`src/hdl/number_to_english_words_macros.svh`:
```
// Assertion shorthands used by the RTL.
`ifndef NUMBER_TO_ENGLISH_WORDS_MACROS_SVH
`define NUMBER_TO_ENGLISH_WORDS_MACROS_SVH

// Check that the consequent holds in the same cycle.
`define NTE_ASSERT_IMP(label, ante, cons, msg) \
  label: assert property (@(posedge clk) disable iff (!rst_n) (ante) |-> (cons)) \
    else $error(msg);

// Check that the consequent holds in the next cycle.
`define NTE_ASSERT_NXT(label, ante, cons, msg) \
  label: assert property (@(posedge clk) disable iff (!rst_n) (ante) |=> (cons)) \
    else $error(msg);

`endif

```
`src/hdl/nte_pkg.sv`:
```
`timescale 1ns / 1ps
package nte_pkg;

  localparam int VALUE_BITS_DEF = 31;
  localparam int WORD_BITS      = 5;
  localparam int BCD_DIGITS     = 12;
  localparam int BCD_BITS       = 4 * BCD_DIGITS;
  localparam int GRP_BITS       = 12;

  localparam logic [WORD_BITS-1:0] W_ZERO    = 5'd0;
  localparam logic [WORD_BITS-1:0] W_TEN     = 5'd10;
  localparam logic [WORD_BITS-1:0] W_TWENTY  = 5'd20;
  localparam logic [WORD_BITS-1:0] W_HUNDRED = 5'd28;

  typedef struct packed {
    logic load;
    logic dabble;
    logic next_grp;
  } nte_bcd_ctl_t;

endpackage

```
`src/hdl/nte_bcd.sv`:
```
`timescale 1ns / 1ps
module nte_bcd import nte_pkg::*; #(
  parameter int VALUE_BITS = VALUE_BITS_DEF
) (
  input  logic                  clk,
  input  nte_bcd_ctl_t          ctl,
  input  logic [VALUE_BITS-1:0] value,
  output logic [BCD_BITS-1:0]   bcd_r
);

  logic [VALUE_BITS-1:0] bin_r;
  logic [VALUE_BITS-1:0] bin_nxt;
  logic [BCD_BITS-1:0]   bcd_nxt;
  logic [BCD_BITS-1:0]   adj;

  // add three to every digit of five or more before the shift
  always_comb begin
    for (int i = 0; i < BCD_DIGITS; i++) begin
      adj[i*4 +: 4] = (bcd_r[i*4 +: 4] >= 4'd5) ? bcd_r[i*4 +: 4] + 4'd3 : bcd_r[i*4 +: 4];
    end
  end

  always_comb begin
    bin_nxt = bin_r;
    bcd_nxt = bcd_r;
    if (ctl.load) begin
      bin_nxt = value;
      bcd_nxt = '0;
    end else if (ctl.dabble) begin
      bin_nxt = {bin_r[VALUE_BITS-2:0], 1'b0};
      bcd_nxt = {adj[BCD_BITS-2:0], bin_r[VALUE_BITS-1]};
    end else if (ctl.next_grp) begin
      bcd_nxt = {bcd_r[BCD_BITS-GRP_BITS-1:0], {GRP_BITS{1'b0}}};
    end
  end

  always_ff @(posedge clk) begin
    bin_r <= bin_nxt;
    bcd_r <= bcd_nxt;
  end

endmodule

```
`config.mk`:
```
export PLATFORM = sky130hd
export DESIGN_NAME = nte_bcd
export DESIGN_NICKNAME = d
export VERILOG_FILES = /design/src/hdl/number_to_english_words_macros.svh /design/src/hdl/nte_pkg.sv /design/src/hdl/nte_bcd.sv
export SDC_FILE = /design/constraint.sdc
export NUM_CORES = 1
export LEC_CHECK = 0
export BUFFER_PORTS_ARGS = -buffer_cell sky130_fd_sc_hd__buf_2
export CAP_MARGIN = 25
export CORE_MARGIN = 2
export CORE_UTILIZATION = 47
export DETAILED_ROUTE_END_ITERATION = 10
export PLACE_DENSITY = 0.79
export SLEW_MARGIN = 30
export SYNTH_ARGS = -nofsm -noshare
export SYNTH_HDL_FRONTEND = slang
export SYNTH_SLANG_ARGS = --single-unit
```
`constraint.sdc`:
```
create_clock -name clk -period 3 [get_ports clk]
set_clock_uncertainty 0.2 [all_clocks]
set_input_delay 0.45 -clock clk [delete_from_list [all_inputs] [get_ports clk]]
set_output_delay 0.45 -clock clk [all_outputs]
set_load 0.1 [all_outputs]
```
==> summary.md, run 1 <==
| Metric | Value |
|---|---|
| Kind of critical path | `flop to output port` |
| Final period util | `67.9%` |
| Slew margin rel. | `62.6%` |
| Slowest CP cell | `dfxtp_1` |
| Crit end category | `output port` |
| Hold Path Class | `input port to flop` |
| Synth Area per Inst | `9.77 um2` |
| Clock Path Buffers | `2` |
| Final TNS setup | `0 ns` |
| Leak | `1.99 nW` |
| Starting Density | `48.2%` |
| Largest cells by area after synthesis | `dfxtp_1, edfxtp_1, ha_1` |
| WP buf/inv | `1` |
| F_max | `491 MHz` |
| Req. time, crit path | `2.35 ns` |
| Dpl hpwl | `7870 um` |
| Initial antenna violation count | `0` |
| Die Ht | `104 um` |
| Leading cell types in the layout, fill and taps excluded | `buf_2, inv_1, dfxtp_1, nor2b_1, nand2_1` |
| Max-Cap Viols | `0` |
| Num rows | `36` |
| Fin. Hold Viols | `0` |
| Placer Congestion | `0.837` |
| Clock Sinks | `79` |
| Post-CTS Hold Fix Bufs | `0` |
| CP delay by family, top | `flip-flops` |
| Inst Count DP | `676` |
| Final Max Slew Viols | `0` |
| RSZ-0062 raised after global routing | `no` |
| Synthesized cell area | `4690 um2` |
| Final setup viols | `0` |
| Gr usage total | `21.1%` |
| Per-cell routed wire length | `16.4 um` |
| Vias per Instance | `5.76` |
| N_diodes | `0` |
| CTS tree | `yes` |
| Boundary Pins | `83` |
| Global route overflow | `0` |
| Async set-reset flop share out of synthesis | `0%` |
| R2r setup slk | `1.07 ns` |
| Worst r2r src | `bcd_r[24]` |
| Clock root buffer | `clkbuf_8` |
| Hold WS | `0.179 ns` |
| Post-Syn Nets | `539` |
| Cells along the critical path | `buf_2` |
| R2r endpoint | `bcd_r[28]` |
| Drt pass-1 iters | `5` |
| Share of cells above drive strength 1 | `22.2%` |
| Register-to-Register Path Depth | `5` |
| Final WL | `11300 um` |
| Worst hold stages | `2` |
| CP max stage delay | `0.54 ns` |
| Post-Route Utilization | `55.4%` |
| First-pass GRT wire length | `18700 um` |
| Hold EP | `bin_r[0]` |
| Non-Filler Instances | `692` |
| Outcome | `finished, final reports clean` |
| Largest net degree at the start of global routing | `53` |
| DR vias | `3985` |
| Num CTS Buffers | `9` |
| CTS clk-pin slew, worst paths | `0.09 ns` |
| Power per cell area | `463 nW/um2` |
| Crit start category | `flop` |
| HP Start | `value[0]` |
| Max FO, Critical Path | `8` |
| Synth Flop Type | `dfxtp_1` |
| Worst EP arrival | `1.39 ns` |
| DRT iter0 DRCs | `277` |
| Vias in the first global route | `3795` |
| Skew-Pair Late Insertion Delay | `0.35 ns` |
| Die X | `104 um` |
| Routed Antenna Nets | `0` |
| Min cycle time layout | `2.04 ns` |
| IO Port Bufs | `82` |
| # Post-CTS Setup Buffers | `0` |
| Commonest non-fill, non-tap cell in the layout | `buf_2` |
| H-tree Lvls | `3` |
| Worst-Margin Slew | `0.561 ns` |
| Post-CTS resize count | `0` |
| Synth cell types | `38` |
| Mapped Cells | `480` |
| Synth area leader | `dfxtp_1` |
| Max VDD drop | `254 uV` |
| Yosys warns | `0` |
| Sequential fraction of the synthesis area | `40.4%` |
| Area Growth Syn to Fin | `15.0%` |
| Core area | `9730 um2` |
| Number of synthesized flops with an enable pin | `31` |
| Fin nets | `613` |
| DR DRC count | `0` |
| Top cell type's share of synthesized area | `20.5%` |
| Synth Register Bits | `79` |
| Die footprint | `10800 um2` |
## kinds of logic (layout without fill, tap and decap cells)
| family | after synthesis | count (layout) | synth area share, % |
|---|---|---|---|
| flops | 79 | 79 | 40.4 |
| buf+inv | 76 | 155 | 7.21 |
| simple gates | 126 | 126 | 14.5 |
| fa+ha+maj | 24 | 24 | 6.41 |
| mux | 48 | 48 | 11.2 |
| xor+xnor | 2 | 2 | 0.374 |
| compound gates | 125 | 125 | 20.0 |
## final cells by class
type / instances / area, um2
Timing Repair Buffer: 90 / 470
Tap cell: 133 / 166
Inverter: 49 / 184
Multi-Input combinational cell: 325 / 2460
Clock inverter: 6 / 93.8
Clock buffer: 10 / 128
Fill cell: 877 / 4340
Sequential cell: 79 / 1890
## synthesized netlist by cell type, drive strengths merged, types with 5 or more instances
cell type	instances
o2111ai	24
nand2	38
mux2	35
mux2i	13
ha	24
nor2b	40
o21ai	23
or3	9
a211oi	9
nor2	16
o311ai	5
edfxtp	31
a311oi	9
inv	49
o211ai	6
nor3b	13
a21oi	13
o221ai	13
buf	26
o21a	12
dfxtp	48
a32oi	9
## sequential cells by signal, indices dropped and copies added (netlist names)
register and flops:
bin_r 31, bcd_r 48
## worst max-delay path by stage
stage | startpoint | endpoint | slack (ns) | cells after the start
after floorplan | bcd_r[8] | bcd_r[12] | 0.63 | 5
after detailed placement | ctl[1] | bin_r[24] | 0.79 | 4
after global placement | ctl[1] | bin_r[23] | 0.87 | 4
after CTS | bcd_r[20] | bcd_r[20] | 0.96 | 1
after global routing | bcd_r[28] | bcd_r[28] | 0.92 | 1
final | bcd_r[20] | bcd_r[20] | 0.96 | 1
## metal layers
layer / vias to the layer above / wire length [um] / GRT usage, %
li1: 1911 / - / -
met1: 1931 / 5160 / 28.1
met2: 129 / 5430 / 34.9
met3: 14 / 616 / 3.26
met4: 0 / 134 / 7.43
met5: - / 0 / 0
## report_power, final
part | internal (mW) | switching [mW]
Clock | 0.475 | 0.411
Sequential | 1.18 | 0.0400
Combinational | 0.119 | 0.268
Total | 1.78 | 0.719
## stage by stage
step                area (um2)  power, mW  setup slack [ns]
finish                    5390       2.50             0.963
global route              5390       2.59             0.918
CTS                       5390       2.50             0.960
detailed placement        5170       1.63             0.786
global placement          5170       1.62             0.867
floorplan                 4690       1.54             0.627
(Power assumes the default switching activity.)
==> run 2: changes to the inputs <==
--- a/config.mk
+++ b/config.mk
@@ -5,6 +5,7 @@
 export SDC_FILE = /design/constraint.sdc
 export NUM_CORES = 1
 export LEC_CHECK = 0
+export ABC_AREA = 1
 export BUFFER_PORTS_ARGS = -buffer_cell sky130_fd_sc_hd__buf_2
 export CAP_MARGIN = 25
 export CORE_MARGIN = 2
==> constraint.sdc (replaced) <==
create_clock -name clk -period 2 [get_ports clk]
set_clock_uncertainty 0.2 [all_clocks]
set_input_delay 0.3 -clock clk [delete_from_list [all_inputs] [get_ports clk]]
set_output_delay 0.3 -clock clk [all_outputs]
set_load 0.1 [all_outputs]
==> run 2 against run 1 <==
  * Clock-buffer cell count fell by 1
  * Core utilization rose by 2.3 points
  * Non-clock buffer count rose by 12
  * Register-to-register slack got worse by 0.65 ns
  * Critical path depth did not move
  * Sequential power rose by 56%
  * Synthesized cell count rose by 27%
  * Combinational power rose to 2.6 times the previous value
  * Sequential share of layout area rose by 0.97 points
  * Critical path type unchanged
  * Largest power group unchanged
==> summary.md, run 2 <==
| Metric | Value |
|---|---|
| Outcome | `finished, final reports clean` |
| Initial antenna violation count | `0 (unchanged)` |
| Sequential fraction of the synthesis area | `42.4% (+2.0 points)` |
| Synth cell types | `24 (-37%)` |
| Final WL | `10700 um (-5.3%)` |
| Clock Path Buffers | `2 (unchanged)` |
| CP delay by family, top | `buffers and inverters` |
| Mapped Cells | `610 (+27%)` |
| Num CTS Buffers | `9 (unchanged)` |
| Final setup viols | `0 (unchanged)` |
| Starting Density | `48.3% (+0.14 points)` |
| Min cycle time layout | `1.78 ns` |
| Seq. cell area | `1920 um2 (+1.6%)` |
| Synth Flop Type | `dfxtp_1` |
| Req. time, crit path | `1.50 ns (-0.85 ns)` |
| F_max | `561 MHz` |
| Die X | `101 um (-2.3%)` |
| Cell with the most instances after synthesis | `nand2_1` |
| Global route overflow | `0 (unchanged)` |
| Yosys warns | `0 (unchanged)` |
| Commonest non-fill, non-tap cell in the layout | `nand2_1` |
| Post-Synth Simple-Gate Area | `21.7% (+7.2 points)` |
| Synth area leader | `dfxtp_1` |
| Register name with the most flops | `bcd_r` |
| Dpl ws | `0.337 ns (-0.449 ns)` |
| Worst r2r src | `bcd_r[16]` |
| Per-cell routed wire length | `12.9 um (-21%)` |
| # Post-CTS Setup Buffers | `0 (unchanged)` |
| Synth Area in Compound Gates | `16.4% (-3.6 points)` |
| Register share of total power | `45.4% (-3.6 points)` |
| Routed Antenna Nets | `0 (unchanged)` |
| Power per cell area | `784 nW/um2 (+69%)` |
| Top cells by count, synth | `nand2_1, inv_1, o21ai_0` |
| Fillers | `847 (-3.4%)` |
| Critical path launch point | `bcd_r[2]` |
| Hold WS | `0.00667 ns (-0.172 ns)` |
| Register-to-Register Path Depth | `10 (+5)` |
| N_diodes | `0 (unchanged)` |
| Max-Cap Viols | `0 (unchanged)` |
| Synthesized cell area | `4470 um2 (-4.8%)` |
| Leak | `2.58 nW (+30%)` |
| Core area | `9240 um2 (-5.0%)` |
| Largest net degree at the start of global routing | `48 (-9.4%)` |
| Top cell type's share of synthesized area | `21.5% (+1.0 points)` |
| R2r endpoint | `bcd_r[17]` |
| Crit start category | `flop` |
| Die Ht | `101 um (-2.3%)` |
| Final WS setup | `0.217 ns (-0.746 ns)` |
| Dpl hpwl | `7360 um (-6.5%)` |
| CP max stage delay | `0.48 ns (-0.06 ns)` |
| Synth Area per Inst | `7.32 um2 (-25%)` |
| Area share of xor/xnor cells in the synthesized design | `2.75% (+2.4 points)` |
| RSZ-0062 raised after global routing | `no` |
| Gr usage total | `21.5% (+0.40 points)` |
| Max FO, Critical Path | `7 (-1)` |
| Cells along the critical path | `buf_2` |
| Main combinational cell family by area after synthesis | `simple AND/OR/NAND/NOR gates` |
| CTS tree | `yes` |
| Max VDD drop | `433 uV (+71%)` |
| IO Port Bufs | `82 (unchanged)` |
| Boundary Pins | `83 (unchanged)` |
| Final period util | `89.2%` |
| Inst Count DP | `804 (+19%)` |
| Sw Share | `36.3% (+7.5 points)` |
| Area Growth Syn to Fin | `19.4%` |
| Clk network pwr share | `30.3% (-5.2 points)` |
| DR DRC count | `0 (unchanged)` |
| Fin. Hold Viols | `0 (unchanged)` |
| Largest register FFs | `48 (unchanged)` |
| First-pass GRT wire length | `17900 um (-4.1%)` |
| Critical Path Stages | `1 (unchanged)` |
| Vias in the first global route | `4038 (+6.4%)` |
| Skew-Pair Late Insertion Delay | `0.36 ns (about the same)` |
| Gate power share | `24.3% (+8.8 points)` |
| H-tree Lvls | `3 (unchanged)` |
| Synth Register Bits | `79 (unchanged)` |
| Post-Syn Nets | `669 (+24%)` |
| Die footprint | `10300 um2 (-4.6%)` |
| Kind of critical path | `flop to output port` |
| Post-synthesis mux area share | `0% (-11 points)` |
| Worst EP arrival | `1.28 ns (-0.11 ns)` |
| Clock root buffer | `clkbuf_8` |
| WP buf/inv | `1 (unchanged)` |
| Post-Route Utilization | `57.7% (+2.3 points)` |
| P_int | `2.66 mW (+50%)` |
| Drt pass-1 iters | `4 (-1)` |
| Final Max Slew Viols | `0 (unchanged)` |
| Slew margin rel. | `66.8% (+4.2 points)` |
| Clock Sinks | `79 (unchanged)` |
| Slowest CP cell | `buf_2` |
| Adder-Cell Fraction of Synth Area | `6.72% (+0.32 points)` |
| Hold Path Class | `input port to flop` |
| R2r setup slk | `0.42 ns (-0.65 ns)` |
| DR vias | `4236 (+6.3%)` |
| Crit path to | `bcd_r[2]` |
| Vias per Instance | `5.09 (-12%)` |
| Area of the multi-input gates | `2130 um2 (-14%)` |
| Final TNS setup | `0 ns (unchanged)` |
| Share of cells above drive strength 1 | `19.5% (-2.7 points)` |
| Leading cell types in the layout, fill and taps excluded | `nand2_1, buf_2, inv_1, o21ai_0, a21oi_1` |
| Worst-Margin Slew | `0.501 ns (-0.0595 ns)` |
| Fin nets | `757 (+23%)` |
| Non-Filler Instances | `832 (+20%)` |
| CTS clk-pin slew, worst paths | `0.10 ns (about the same)` |
| Async set-reset flop share out of synthesis | `0% (unchanged)` |
| Largest cells by area after synthesis | `dfxtp_1, edfxtp_1, nand2_1` |
| Crit end category | `output port` |
| Num rows | `35 (-2.8%)` |
| DRT iter0 DRCs | `177 (-36%)` |
| Sw Pwr | `1.52 mW (+110%)` |
| Number of synthesized flops with an enable pin | `31 (unchanged)` |
| Placer Congestion | `0.865 (+3.3%)` |
| Top Registers | `bcd_r: 48 flops, bin_r: 31 flops` |
==> run 2: worst min-delay path by stage <==
stage          startpoint  cells after the start         to  slack (ns)
6_report        value[14]                      3  bin_r[14]       0.007
3_5_place_dp     bcd_r[1]                      2   bcd_r[1]        0.27
5_1_grt         value[20]                      3  bin_r[20]      0.0002
4_1_cts         value[14]                      3  bin_r[14]      0.0001
3_3_place_gp     bcd_r[5]                      2   bcd_r[5]        0.27
2_1_floorplan    value[0]                      2   bin_r[0]        0.27
==> run 2: cell type report <==
cell class	count	share of cell area, %
tap	129	3.03
clock buffer	9	2.32
timing repair buffer	102	11.1
sequential	79	36.0
clock inverter	7	1.60
multi-input combinational	420	39.9
inverter	86	6.05
==> run 2: repair_timing <==
| item | in CTS | in global routing |
|---|---|---|
| resized for setup | 0 | 0 |
| hold buffers | 10 | 2 |
| hold endpoints to repair | 10 | 2 |
==> run 2: kinds of logic (layout without fill, tap and decap cells) <==
kind of cell | count (synthesis) | in the layout
AO/OA/AOI/OAI | 141 | 141
XOR/XNOR | 14 | 14
adder cells (fa/ha/maj) | 24 | 24
buffers and inverters | 111 | 204
flip-flops | 79 | 79
AND/OR/NAND/NOR | 241 | 241
==> run 2: power groups by stage <==
stage               sequential, mW  clock, mW  combinational, mW
floorplan                     2.33          0              0.397
global placement              1.93          0              0.967
detailed placement            1.94          0              0.994
CTS                           1.90       1.30               1.01
global route                  1.92       1.37               1.11
finish                        1.90       1.27               1.01
==> run 2: metal layers <==
metal,GRT usage [%],up-vias,wire [um]
met5,0,-,0
met4,5.72,0,118
met3,5.52,14,479
met2,38.3,103,5560
met1,25.8,1970,4580
li1,-,2149,-
==> run 2: stage by stage <==
step                instance area [um2]  power (mW)
finish                             5330        4.18
global route                       5330        4.39
CTS                                5310        4.21
detailed placement                 5000        2.93
global placement                   5000        2.90
floorplan                          4500        2.72
